<file path="src/sv/tss_pkg.sv">
// ----------------------------------------------------------------------------
// tss_pkg
// Shared types and constants of the task slice scheduler.
// ----------------------------------------------------------------------------
package tss_pkg;

  // table depth default and field widths
  localparam int unsigned MaxTasksDef = 64;
  localparam int unsigned TimeW       = 24;
  localparam int unsigned ClockW      = 32;
  localparam int unsigned IdxOutW     = 6;
  localparam int unsigned CfgIdxW     = 1;

  localparam logic [TimeW-1:0] QuantumReset = TimeW'(500);

  // input opcodes
  typedef enum logic [1:0] {
    OP_ADD   = 2'd0,
    OP_NEXT  = 2'd1,
    OP_CLEAR = 2'd2,
    OP_NOP   = 2'd3
  } op_e;

  // result kinds
  typedef enum logic [2:0] {
    KIND_IDLE  = 3'd0,
    KIND_RUN   = 3'd1,
    KIND_DONE  = 3'd2,
    KIND_ADDED = 3'd3,
    KIND_ERROR = 3'd4
  } kind_e;

  // scheduling policies
  typedef enum logic [1:0] {
    POL_FIFO = 2'd0,
    POL_RR   = 2'd1,
    POL_SJF  = 2'd2,
    POL_PSJF = 2'd3
  } policy_e;

  // configuration register indexes
  localparam logic [CfgIdxW-1:0] CfgPolicy  = CfgIdxW'(0);
  localparam logic [CfgIdxW-1:0] CfgQuantum = CfgIdxW'(1);

endpackage

</file>
<file path="src/sv/task_slice_scheduler_unit.sv">
// ----------------------------------------------------------------------------
// task_slice_scheduler_unit
// Single-CPU scheduler: task table and ready ring held in memories,
// FIFO / round robin / SJF / preemptive SJF grant generation.
// ----------------------------------------------------------------------------
// channel   direction  beat contents
// s_axis    in         tuser: operation; tdata: arrival_time, run_length
// m_axis    out        tuser: grant_kind; tdata: task_index, start_time,
//                      chunk_length, task_finished
// cfg       in         index, data (policy_mode, round_quantum)
//
// SJF policies replace the ring pop by a scan of the ready ring.
// rst_ni clears control state; table contents are not cleared.
// a result waits in the output register; a full register stalls the last cycle.
module task_slice_scheduler_unit
  import tss_pkg::*;
#(
  parameter int unsigned MAX_TASKS = MaxTasksDef
) (
  input  logic                clk_i,
  input  logic                rst_ni,
  input  logic                s_axis_tvalid_i,
  output logic                s_axis_tready_o,
  // [23:0] arrival_time, [47:24] run_length
  input  logic [47:0]         s_axis_tdata_i,
  // [1:0] operation
  input  logic [1:0]          s_axis_tuser_i,
  output logic                m_axis_tvalid_o,
  input  logic                m_axis_tready_i,
  // [5:0] task_index, [37:6] start_time, [61:38] chunk_length,
  // [62] task_finished, [63] zero
  output logic [63:0]         m_axis_tdata_o,
  // [2:0] grant_kind
  output logic [2:0]          m_axis_tuser_o,
  input  logic                cfg_valid_i,
  output logic                cfg_ready_o,
  input  logic [CfgIdxW-1:0]  cfg_index_i,
  input  logic [TimeW-1:0]    cfg_data_i
);

  localparam int unsigned IW = (MAX_TASKS > 1) ? $clog2(MAX_TASKS) : 1;
  localparam int unsigned CW = IW + 1;
  localparam logic [CW-1:0] MaxCnt = CW'(MAX_TASKS);
  localparam logic [IW-1:0] LastPtr = IW'(MAX_TASKS - 1);

  typedef enum logic [11:0] {
    S_IDLE    = 12'b000000000001,
    S_ADM_RD  = 12'b000000000010,
    S_ADM_CHK = 12'b000000000100,
    S_SEL     = 12'b000000001000,
    S_POP_RD  = 12'b000000010000,
    S_POP     = 12'b000000100000,
    S_SCAN    = 12'b000001000000,
    S_SWAP    = 12'b000010000000,
    S_CRD     = 12'b000100000000,
    S_CALC    = 12'b001000000000,
    S_POST    = 12'b010000000000,
    S_EMIT    = 12'b100000000000
  } state_e;

  typedef enum logic [1:0] {
    RET_SEL   = 2'd0,
    RET_GAP   = 2'd1,
    RET_CHUNK = 2'd2
  } ret_e;

  function automatic logic [IW-1:0] ptr_next(input logic [IW-1:0] p);
    return (p == LastPtr) ? '0 : p + 1'b1;
  endfunction

  // memories
  logic [TimeW-1:0] arr_mem [MAX_TASKS];
  logic [TimeW-1:0] rem_mem [MAX_TASKS];
  logic [IW-1:0]    ring_mem [MAX_TASKS];

  logic [TimeW-1:0] arr_rd_q, rem_rd_q;
  logic [IW-1:0]    ring_rd_q;
  logic [IW-1:0]    arr_raddr, rem_raddr, ring_raddr;
  logic             arr_we, rem_we, ring_we;
  logic [IW-1:0]    arr_waddr, rem_waddr, ring_waddr;
  logic [TimeW-1:0] arr_wdata, rem_wdata;
  logic [IW-1:0]    ring_wdata;

  // control and state registers
  state_e            state_q, state_d;
  ret_e              ret_q, ret_d;
  logic [IW-1:0]     head_q, head_d, tail_q, tail_d;
  logic [CW-1:0]     count_q, count_d, loaded_q, loaded_d, arrived_q, arrived_d;
  logic [ClockW-1:0] ct_q, ct_d;
  logic [IW-1:0]     active_q, active_d;
  logic              open_q, open_d;
  logic [TimeW-1:0]  ql_q, ql_d;
  logic [TimeW-1:0]  last_arr_q, last_arr_d;
  logic [TimeW-1:0]  nxt_arr_q, nxt_arr_d;
  logic              pre_q, pre_d, fin_q, fin_d;
  policy_e           policy_q;
  logic [TimeW-1:0]  quantum_q;

  // sjf scan pipeline
  logic [IW-1:0]     scan_p_q, scan_p_d;
  logic [CW-1:0]     scan_n_q, scan_n_d;
  logic              s1_v_q, s1_v_d, s2_v_q, s2_v_d;
  logic [IW-1:0]     s1_p_q, s1_p_d, s2_p_q, s2_p_d, s2_task_q, s2_task_d;
  logic              first_q, first_d;
  logic [IW-1:0]     best_p_q, best_p_d, best_task_q, best_task_d;
  logic [IW-1:0]     head_task_q, head_task_d;
  logic [TimeW-1:0]  best_rem_q, best_rem_d;

  // pending result and output register
  kind_e              res_kind_q, res_kind_d;
  logic [IdxOutW-1:0] res_idx_q, res_idx_d;
  logic [ClockW-1:0]  res_start_q, res_start_d;
  logic [TimeW-1:0]   res_len_q, res_len_d;
  logic               res_fin_q, res_fin_d;
  logic               out_v_q;
  logic [63:0]        out_data_q;
  kind_e              out_kind_q;
  logic               emit_go;

  // input beat fields
  op_e              in_op;
  logic [TimeW-1:0] in_arr, in_len;
  assign in_op  = op_e'(s_axis_tuser_i);
  assign in_arr = s_axis_tdata_i[23:0];
  assign in_len = s_axis_tdata_i[47:24];

  // chunk arithmetic
  logic [TimeW-1:0]  budget, chunk;
  logic [ClockW-1:0] gap;
  logic              has_next, preempt;
  assign has_next = arrived_q < loaded_q;
  assign budget   = (policy_q == POL_RR && ql_q < rem_rd_q) ? ql_q : rem_rd_q;
  assign gap      = {8'd0, nxt_arr_q} - ct_q;
  assign preempt  = has_next && (gap < {8'd0, budget});
  assign chunk    = preempt ? gap[TimeW-1:0] : budget;

  assign s_axis_tready_o = (state_q == S_IDLE);
  assign cfg_ready_o     = 1'b1;
  assign emit_go         = (state_q == S_EMIT) && (!out_v_q || m_axis_tready_i);

  // memory read addresses
  assign arr_raddr  = arrived_q[IW-1:0];
  assign ring_raddr = (state_q == S_SCAN) ? scan_p_q : head_q;
  assign rem_raddr  = (state_q == S_SCAN) ? ring_rd_q : active_q;

  // memories: one write and one registered read each
  always_ff @(posedge clk_i) begin
    if (arr_we) arr_mem[arr_waddr] <= arr_wdata;
    if (rem_we) rem_mem[rem_waddr] <= rem_wdata;
    if (ring_we) ring_mem[ring_waddr] <= ring_wdata;
    arr_rd_q  <= arr_mem[arr_raddr];
    rem_rd_q  <= rem_mem[rem_raddr];
    ring_rd_q <= ring_mem[ring_raddr];
  end

  // sequencer
  always_comb begin
    state_d = state_q;  ret_d = ret_q;
    head_d = head_q;  tail_d = tail_q;  count_d = count_q;
    loaded_d = loaded_q;  arrived_d = arrived_q;  ct_d = ct_q;
    active_d = active_q;  open_d = open_q;  ql_d = ql_q;
    last_arr_d = last_arr_q;  nxt_arr_d = nxt_arr_q;
    pre_d = pre_q;  fin_d = fin_q;
    scan_p_d = scan_p_q;  scan_n_d = scan_n_q;
    s1_v_d = 1'b0;  s1_p_d = s1_p_q;
    s2_v_d = 1'b0;  s2_p_d = s2_p_q;  s2_task_d = s2_task_q;
    first_d = first_q;  best_p_d = best_p_q;  best_task_d = best_task_q;
    head_task_d = head_task_q;  best_rem_d = best_rem_q;
    res_kind_d = res_kind_q;  res_idx_d = res_idx_q;  res_start_d = res_start_q;
    res_len_d = res_len_q;  res_fin_d = res_fin_q;
    arr_we = 1'b0;  arr_waddr = loaded_q[IW-1:0];  arr_wdata = in_arr;
    rem_we = 1'b0;  rem_waddr = loaded_q[IW-1:0];  rem_wdata = in_len;
    ring_we = 1'b0; ring_waddr = tail_q;  ring_wdata = arrived_q[IW-1:0];

    case (state_q)
      S_IDLE: begin
        if (s_axis_tvalid_i) begin
          case (in_op)
            OP_ADD: begin
              res_start_d = '0;  res_len_d = '0;  res_fin_d = 1'b0;
              if (loaded_q == MaxCnt || (loaded_q != '0 && in_arr < last_arr_q)) begin
                res_kind_d = KIND_ERROR;
                res_idx_d  = '0;
              end else begin
                res_kind_d = KIND_ADDED;
                res_idx_d  = IdxOutW'(loaded_q);
                arr_we     = 1'b1;
                rem_we     = 1'b1;
                last_arr_d = in_arr;
                loaded_d   = loaded_q + 1'b1;
              end
              state_d = S_EMIT;
            end
            OP_NEXT: begin
              ret_d   = RET_SEL;
              state_d = S_ADM_RD;
            end
            OP_CLEAR: begin
              head_d = '0;  tail_d = '0;  count_d = '0;
              loaded_d = '0;  arrived_d = '0;  ct_d = '0;
              active_d = '0;  open_d = 1'b0;  ql_d = '0;
            end
            default: ;
          endcase
        end
      end
      // admit arrivals whose ready time has come, one at a time
      S_ADM_RD: begin
        if (has_next) begin
          state_d = S_ADM_CHK;
        end else begin
          case (ret_q)
            RET_SEL:   state_d = S_SEL;
            RET_CHUNK: state_d = S_POST;
            default:   state_d = S_EMIT;
          endcase
        end
      end
      S_ADM_CHK: begin
        nxt_arr_d = arr_rd_q;
        if ({8'd0, arr_rd_q} <= ct_q) begin
          if (count_q < MaxCnt) begin
            ring_we = 1'b1;
            tail_d  = ptr_next(tail_q);
            count_d = count_q + 1'b1;
          end
          arrived_d = arrived_q + 1'b1;
          state_d   = S_ADM_RD;
        end else begin
          case (ret_q)
            RET_SEL:   state_d = S_SEL;
            RET_CHUNK: state_d = S_POST;
            default:   state_d = S_EMIT;
          endcase
        end
      end
      // pick what to do with the cpu
      S_SEL: begin
        if (open_q) begin
          state_d = S_CRD;
        end else if (count_q == '0) begin
          res_idx_d = '0;  res_fin_d = 1'b0;  res_start_d = ct_q;
          if (has_next) begin
            res_kind_d = KIND_IDLE;
            res_len_d  = gap[TimeW-1:0];
            ct_d       = {8'd0, nxt_arr_q};
            ret_d      = RET_GAP;
            state_d    = S_ADM_RD;
          end else begin
            res_kind_d = KIND_DONE;
            res_len_d  = '0;
            state_d    = S_EMIT;
          end
        end else begin
          open_d = 1'b1;
          ql_d   = (quantum_q == '0) ? TimeW'(1) : quantum_q;
          if (policy_q == POL_SJF || policy_q == POL_PSJF) begin
            scan_p_d = head_q;
            scan_n_d = '0;
            first_d  = 1'b1;
            state_d  = S_SCAN;
          end else begin
            state_d = S_POP_RD;
          end
        end
      end
      S_POP_RD: state_d = S_POP;
      S_POP: begin
        active_d = ring_rd_q;
        head_d   = ptr_next(head_q);
        count_d  = count_q - 1'b1;
        state_d  = S_CRD;
      end
      // ring entry read, then its remaining time, then compare
      S_SCAN: begin
        if (scan_n_q < count_q) begin
          s1_v_d   = 1'b1;
          s1_p_d   = scan_p_q;
          scan_p_d = ptr_next(scan_p_q);
          scan_n_d = scan_n_q + 1'b1;
        end
        s2_v_d    = s1_v_q;
        s2_p_d    = s1_p_q;
        s2_task_d = ring_rd_q;
        if (s2_v_q && (first_q || rem_rd_q < best_rem_q)) begin
          best_p_d    = s2_p_q;
          best_task_d = s2_task_q;
          best_rem_d  = rem_rd_q;
          first_d     = 1'b0;
          if (first_q) head_task_d = s2_task_q;
        end
        if (scan_n_q == count_q && !s1_v_q && !s2_v_q) state_d = S_SWAP;
      end
      S_SWAP: begin
        ring_we    = 1'b1;
        ring_waddr = best_p_q;
        ring_wdata = head_task_q;
        active_d   = best_task_q;
        head_d     = ptr_next(head_q);
        count_d    = count_q - 1'b1;
        state_d    = S_CRD;
      end
      S_CRD: state_d = S_CALC;
      // run one chunk of the active task
      S_CALC: begin
        rem_we      = 1'b1;
        rem_waddr   = active_q;
        rem_wdata   = rem_rd_q - chunk;
        fin_d       = (rem_rd_q == chunk);
        pre_d       = preempt;
        ql_d        = (ql_q >= chunk) ? ql_q - chunk : '0;
        ct_d        = ct_q + {8'd0, chunk};
        res_kind_d  = KIND_RUN;
        res_idx_d   = IdxOutW'(active_q);
        res_start_d = ct_q;
        res_len_d   = chunk;
        res_fin_d   = (rem_rd_q == chunk);
        ret_d       = RET_CHUNK;
        state_d     = S_ADM_RD;
      end
      // close the turn unless a non-PSJF preemption keeps it open; requeue where the policy says so
      S_POST: begin
        ring_wdata = active_q;
        if (!pre_q) begin
          open_d = 1'b0;
          if (policy_q == POL_RR && !fin_q && count_q < MaxCnt) begin
            ring_we = 1'b1;
            tail_d  = ptr_next(tail_q);
            count_d = count_q + 1'b1;
          end
        end else if (policy_q == POL_PSJF) begin
          open_d = 1'b0;
          if (count_q < MaxCnt) begin
            ring_we = 1'b1;
            tail_d  = ptr_next(tail_q);
            count_d = count_q + 1'b1;
          end
        end
        state_d = S_EMIT;
      end
      S_EMIT: begin
        if (emit_go) state_d = S_IDLE;
      end
      default: state_d = S_IDLE;
    endcase
  end

  // control registers
  always_ff @(posedge clk_i or negedge rst_ni) begin
    if (!rst_ni) begin
      state_q   <= S_IDLE;
      ret_q     <= RET_SEL;
      head_q    <= '0;
      tail_q    <= '0;
      count_q   <= '0;
      loaded_q  <= '0;
      arrived_q <= '0;
      ct_q      <= '0;
      active_q  <= '0;
      open_q    <= 1'b0;
      ql_q      <= '0;
      s1_v_q    <= 1'b0;
      s2_v_q    <= 1'b0;
      out_v_q   <= 1'b0;
      policy_q  <= POL_FIFO;
      quantum_q <= QuantumReset;
    end else begin
      state_q   <= state_d;
      ret_q     <= ret_d;
      head_q    <= head_d;
      tail_q    <= tail_d;
      count_q   <= count_d;
      loaded_q  <= loaded_d;
      arrived_q <= arrived_d;
      ct_q      <= ct_d;
      active_q  <= active_d;
      open_q    <= open_d;
      ql_q      <= ql_d;
      s1_v_q    <= s1_v_d;
      s2_v_q    <= s2_v_d;
      if (emit_go) out_v_q <= 1'b1;
      else if (m_axis_tready_i) out_v_q <= 1'b0;
      if (cfg_valid_i) begin
        if (cfg_index_i == CfgPolicy) policy_q <= policy_e'(cfg_data_i[1:0]);
        if (cfg_index_i == CfgQuantum) quantum_q <= cfg_data_i;
      end
    end
  end

  // payload registers
  always_ff @(posedge clk_i) begin
    last_arr_q  <= last_arr_d;
    nxt_arr_q   <= nxt_arr_d;
    pre_q       <= pre_d;
    fin_q       <= fin_d;
    scan_p_q    <= scan_p_d;
    scan_n_q    <= scan_n_d;
    s1_p_q      <= s1_p_d;
    s2_p_q      <= s2_p_d;
    s2_task_q   <= s2_task_d;
    first_q     <= first_d;
    best_p_q    <= best_p_d;
    best_task_q <= best_task_d;
    head_task_q <= head_task_d;
    best_rem_q  <= best_rem_d;
    res_kind_q  <= res_kind_d;
    res_idx_q   <= res_idx_d;
    res_start_q <= res_start_d;
    res_len_q   <= res_len_d;
    res_fin_q   <= res_fin_d;
    if (emit_go) begin
      out_kind_q <= res_kind_q;
      out_data_q <= {1'b0, res_fin_q, res_len_q, res_start_q, res_idx_q};
    end
  end

  assign m_axis_tvalid_o = out_v_q;
  assign m_axis_tdata_o  = out_data_q;
  assign m_axis_tuser_o  = out_kind_q;

`ifndef NO_ASSERTIONS
  // ring occupancy never exceeds the table
  a_count_bound: assert property (@(posedge clk_i) disable iff (!rst_ni)
    count_q <= MaxCnt) else $error("ready ring overflow");

  // arrivals never run ahead of loaded tasks
  a_arrived_bound: assert property (@(posedge clk_i) disable iff (!rst_ni)
    arrived_q <= loaded_q) else $error("arrival pointer past loaded tasks");

  // a new result is only loaded when the output slot frees up
  a_no_overwrite: assert property (@(posedge clk_i) disable iff (!rst_ni)
    (m_axis_tvalid_o && !m_axis_tready_i) |-> !emit_go)
    else $error("result overwritten");
`endif

endmodule

</file>
<file path="config.mk">
export PLATFORM = sky130hd
export DESIGN_NAME = task_slice_scheduler_unit
export DESIGN_NICKNAME = d
export VERILOG_FILES = /design/src/sv/tss_pkg.sv /design/src/sv/task_slice_scheduler_unit.sv
export SDC_FILE = /design/constraint.sdc
export NUM_CORES = 2
export LEC_CHECK = 0
export BUFFER_PORTS_ARGS = -buffer_cell sky130_fd_sc_hd__buf_2
export CORE_MARGIN = 1
export CORE_UTILIZATION = 50
export DETAILED_ROUTE_END_ITERATION = 7
export PLACE_DENSITY = 0.63
export REMOVE_ABC_BUFFERS = 1
export SLEW_MARGIN = 20
export SYNTH_ARGS = -nofsm -noshare
export SYNTH_HDL_FRONTEND = slang
export SYNTH_SLANG_ARGS = --single-unit
</file>
<file path="constraint.sdc">
create_clock -name clk_i -period 29.5 [get_ports clk_i]
set_input_delay 2.95 -clock clk_i [delete_from_list [all_inputs] [get_ports clk_i]]
set_output_delay 2.95 -clock clk_i [all_outputs]
set_load 0.005 [all_outputs]
</file>
==> summary.txt <==
Synth
  • Syn Inst Count: 10214
  • Synth Cell Area: 160700 sq um
  • Largest area contributor in the netlist: edfxtp_1
  • Top FF cell, synth: edfxtp_1
  • Most common library cells after synthesis: 3712 x edfxtp_1, 1396 x nand2_1, 623 x a211oi_1
  • Yosys warnings: 0
  • Seq/Total Area, Yosys: 72.20%
  • FFs w/ async S/R, synth: 3.560%
  • Mapped Avg Cell Area: 15.74 sq um
  • Largest family of logic cells by synthesized area: compound AO/OA/AOI/OAI gates
  • Post-synth EDFFs: 3712
  • Simple-gate area share of the yosys netlist: 7.448%
  • Most common cell in the synthesized netlist: edfxtp_1
  • Flop and latch count out of synthesis: 3905
  • Synth Area in Compound Gates: 8.547%
  • Netlist cell types: 84
  • Multiplexer share of the synthesized area: 7.369%
  • Top cells by area, synth: edfxtp_1 69%, mux4_2 7.1%, nand2_1 3.3%, a211oi_1 2.9%, dfrtp_1 2.1%
  • Synth Area in XOR/XNOR: 0.5387%
  • Adder-cell share of the synthesized area: 1.879%
  • Share of the synthesized area in the top cell type: 69.35%

Power and ir drop
  • Lkg Pwr: 59.19 nW
  • Max VDD drop: 0.00005590 V
  • Cell area power density: 67.37 nW/um^2

Route
  • Vias/cell: 6.271
  • 1st-iter DRT viols: 11069
  • Final ANT Viol Nets: 0
  • WL final: 439200 microns
  • Avg WL per Cell: 29.22 microns
  • Drt pass-1 iters: 7
  • Drt drc: 0
  • Vias: 94278

Floorplanning
  • Die H: 569.0 microns
  • I/O pin count: 150
  • Initial Util: 50.41%
  • Core Region: 318800 sq um
  • Die area: 323700 sq um
  • Die width: 569.0 microns
  • Site Rows: 207

Clock tree
  • H-tree level count: 5
  • CTS tree: done
  • Post-CTS Resized: 0
  • Cts bufs inserted: 394
  • Clock latency on the worst-skew pair: 0.98 ns
  • Setup bufs post-CTS: 0
  • Clock-pin slew on the worst setup and hold paths: 0.06 ns
  • CTS root buf: clkbuf_16
  • Clk sinks: 3905
  • CTS Hold Bufs: 0
  • Deepest clock path buffer count: 4

Critical path
  • Top cell by count, worst path: a21oi_1
  • Startpoint type of the worst setup path: flop
  • R2r endpoint: rem_mem[7][22]$_DFFE_PP_
  • Worst R2R Start: ct_q[0]$_DFFE_PN0P_
  • Crit. End Element: flop
  • Setup CP Type: flop to flop
  • Max incr delay on CP: 0.51 ns
  • Register-to-Register Path Depth: 38
  • Arr. time, crit path: 10.30 ns
  • CP max-delay cell: buf_4
  • R2R setup slack: 19.82 ns
  • Crit path max fanout: 64
  • Critical Path RT: 30.12 ns

Hold path
  • Hold Crit Depth: 0
  • Worst hold path endpoint: m_axis_tdata_o[50]$_DFFE_PP_
  • Hold crit path type: flop to flop
  • HP Start: res_len_q[12]$_DFFE_PP_

Global route
  • Global route overflow: 0
  • Number of global-route vias before repair: 91651
  • Initial antenna violation count: 32
  • Gr usage total: 26.83%
  • First-pass GRT wire length: 633800 microns
  • Largest net degree at the start of global routing: 193

Place
  • Dpl cells: 14291
  • I/O Buffers: 147
  • RD Place Congestion: 0.8950
  • Placement-stage cell area: 168200 sq um
  • Post-DP HPWL: 250000 microns

Final layout
  • Layout Cells excl Fill: 15033
  • # nets final: 10723
  • Share of cells above drive strength 1: 16.61%
  • Area Overhead vs Synth: 12.55%
  • Post-route cell area: 180900 sq um

Timing
  • Slew at the pin closest to its max-slew limit: 1.257 ns
  • Worst slew margin: 15.52%
  • Peak Freq: 103.3 MHz
  • Worst Skew: 0.08325 ns
  • Setup violators final: 0
  • Fin crit share: 32.82%
  • Max-slew violation count: 0
  • Final hold violations: 0
  • Fin crit period: 9.681 ns
  • RSZ-0062 raised after global routing: no

Job
  • Max_cap viols: 0

Outcome
  • Status: finished, final reports clean
[worst max-delay path by stage]
stage | from | to
after global placement | rem_rd_q[13]$_DFF_P_ | rem_mem[52][22]$_DFFE_PP_
after detailed placement | ct_q[0]$_DFFE_PN0P_ | rem_mem[52][22]$_DFFE_PP_
final | ct_q[0]$_DFFE_PN0P_ | rem_mem[7][22]$_DFFE_PP_
after global routing | nxt_arr_q[0]$_DFFE_PP_ | rem_mem[4][22]$_DFFE_PP_
after floorplan | state_q[8]$_DFFE_PN0P_ | rem_rd_q[0]$_DFF_P_
after CTS | rem_rd_q[13]$_DFF_P_ | rem_mem[7][22]$_DFFE_PP_
[routing by layer]
| layer | global-route usage (%) | part of all wire [%] |
|---|---|---|
| met1 | 38.77 | 41 |
| met2 | 41.62 | 46 |
| met4 | 8.632 | 3.4 |
| met5 | 0 | 0.024 |
| met3 | 4.666 | 8.9 |
[registers in the layout, summed over array words and instances (netlist names), 7 cells and up]
signal and flops:
scan_n_q 7, arrived_q 7, loaded_q 7, arr_rd_q 24, arr_mem 1536, ring_mem 384, best_rem_q 24, m_axis_tdata_o 63
rem_mem 1536, res_start_q 32, ct_q 32, ql_q 24, count_q 7, res_len_q 24, quantum_q 24, rem_rd_q 24
state_q 12, last_arr_q 24, nxt_arr_q 24
[worst max-delay path: cells and delay by family, from the launching register on]
family                   cells  cell delay [ns]
XOR/XNOR                     2             0.44
AO/OA/AOI/OAI               18             4.21
buffers and inverters        5             1.02
flip-flops                   1             0.41
multiplexers                 1             0.34
AND/OR/NAND/NOR              7             1.35
adder cells (fa/ha/maj)      5             1.50
[layout make-up]
cell class              count  area, sq um
repair buffers            443         3127
fillers                 24284       137900
flip-flops and latches   3905       116100
inverters                 200        750.7
clock buffers             472        10280
clock inverters           256         2362
diodes                     13        32.53
well taps                4284         5360
multi-input cells        5460        42930
[per-stage QoR]
step	utilization [%]	TNS (ns)	power (mW)	setup WS (ns)	hold slack (ns)
after detailed placement	52.75	0	7.378	20.07	0.4045
final	56.74	0	12.19	19.82	0.3778
after floorplan	-	-95.28	7.023	-3.970	0.4003
after global routing	56.73	0	12.55	19.12	0.3722
after CTS	56.71	0	12.24	19.96	0.3768
after global placement	52.74	0	7.358	20.17	0.4035
[report_power, final]
group          leakage [nW]  internal (mW)  total, mW  switching, mW
Combinational          17.1          0.350       1.10          0.749
Sequential             35.9           6.13       6.19         0.0547
Clock                  6.16           2.78       4.90           2.13
[cell families after synthesis]
kind of cell / count (synthesis)
DFF: 3905
and+or+nand+nor: 2584
AOI/OAI and AO/OA: 1988
buffers and inverters: 849
muxes: 549
adders and majority gates: 239
xor gates and xnor gates: 98
other: 2
[placed cells by master, fill, tap and decap left out, drive strengths merged, types with 35 or more instances in the layout]
cell	synthesis	layout
edfxtp	3712	3712
nand2	1396	1396
a211oi	623	623
mux4	504	504
clkbuf	552	472
buf	97	443
and2	409	409
a21oi	382	382
a311oi	269	269
a31oi	237	237
ha	235	235
nor3	219	219
inv	199	213
clkinv	1	195
o21ai	167	167
nand3	151	151
nor2	145	145
dfrtp	132	132
a21o	96	96
and3	68	68
xnor2	59	59
dfxtp	54	54
nand4	49	49
xor2	39	39
a22oi	35	35
(Power assumes the default switching activity.)
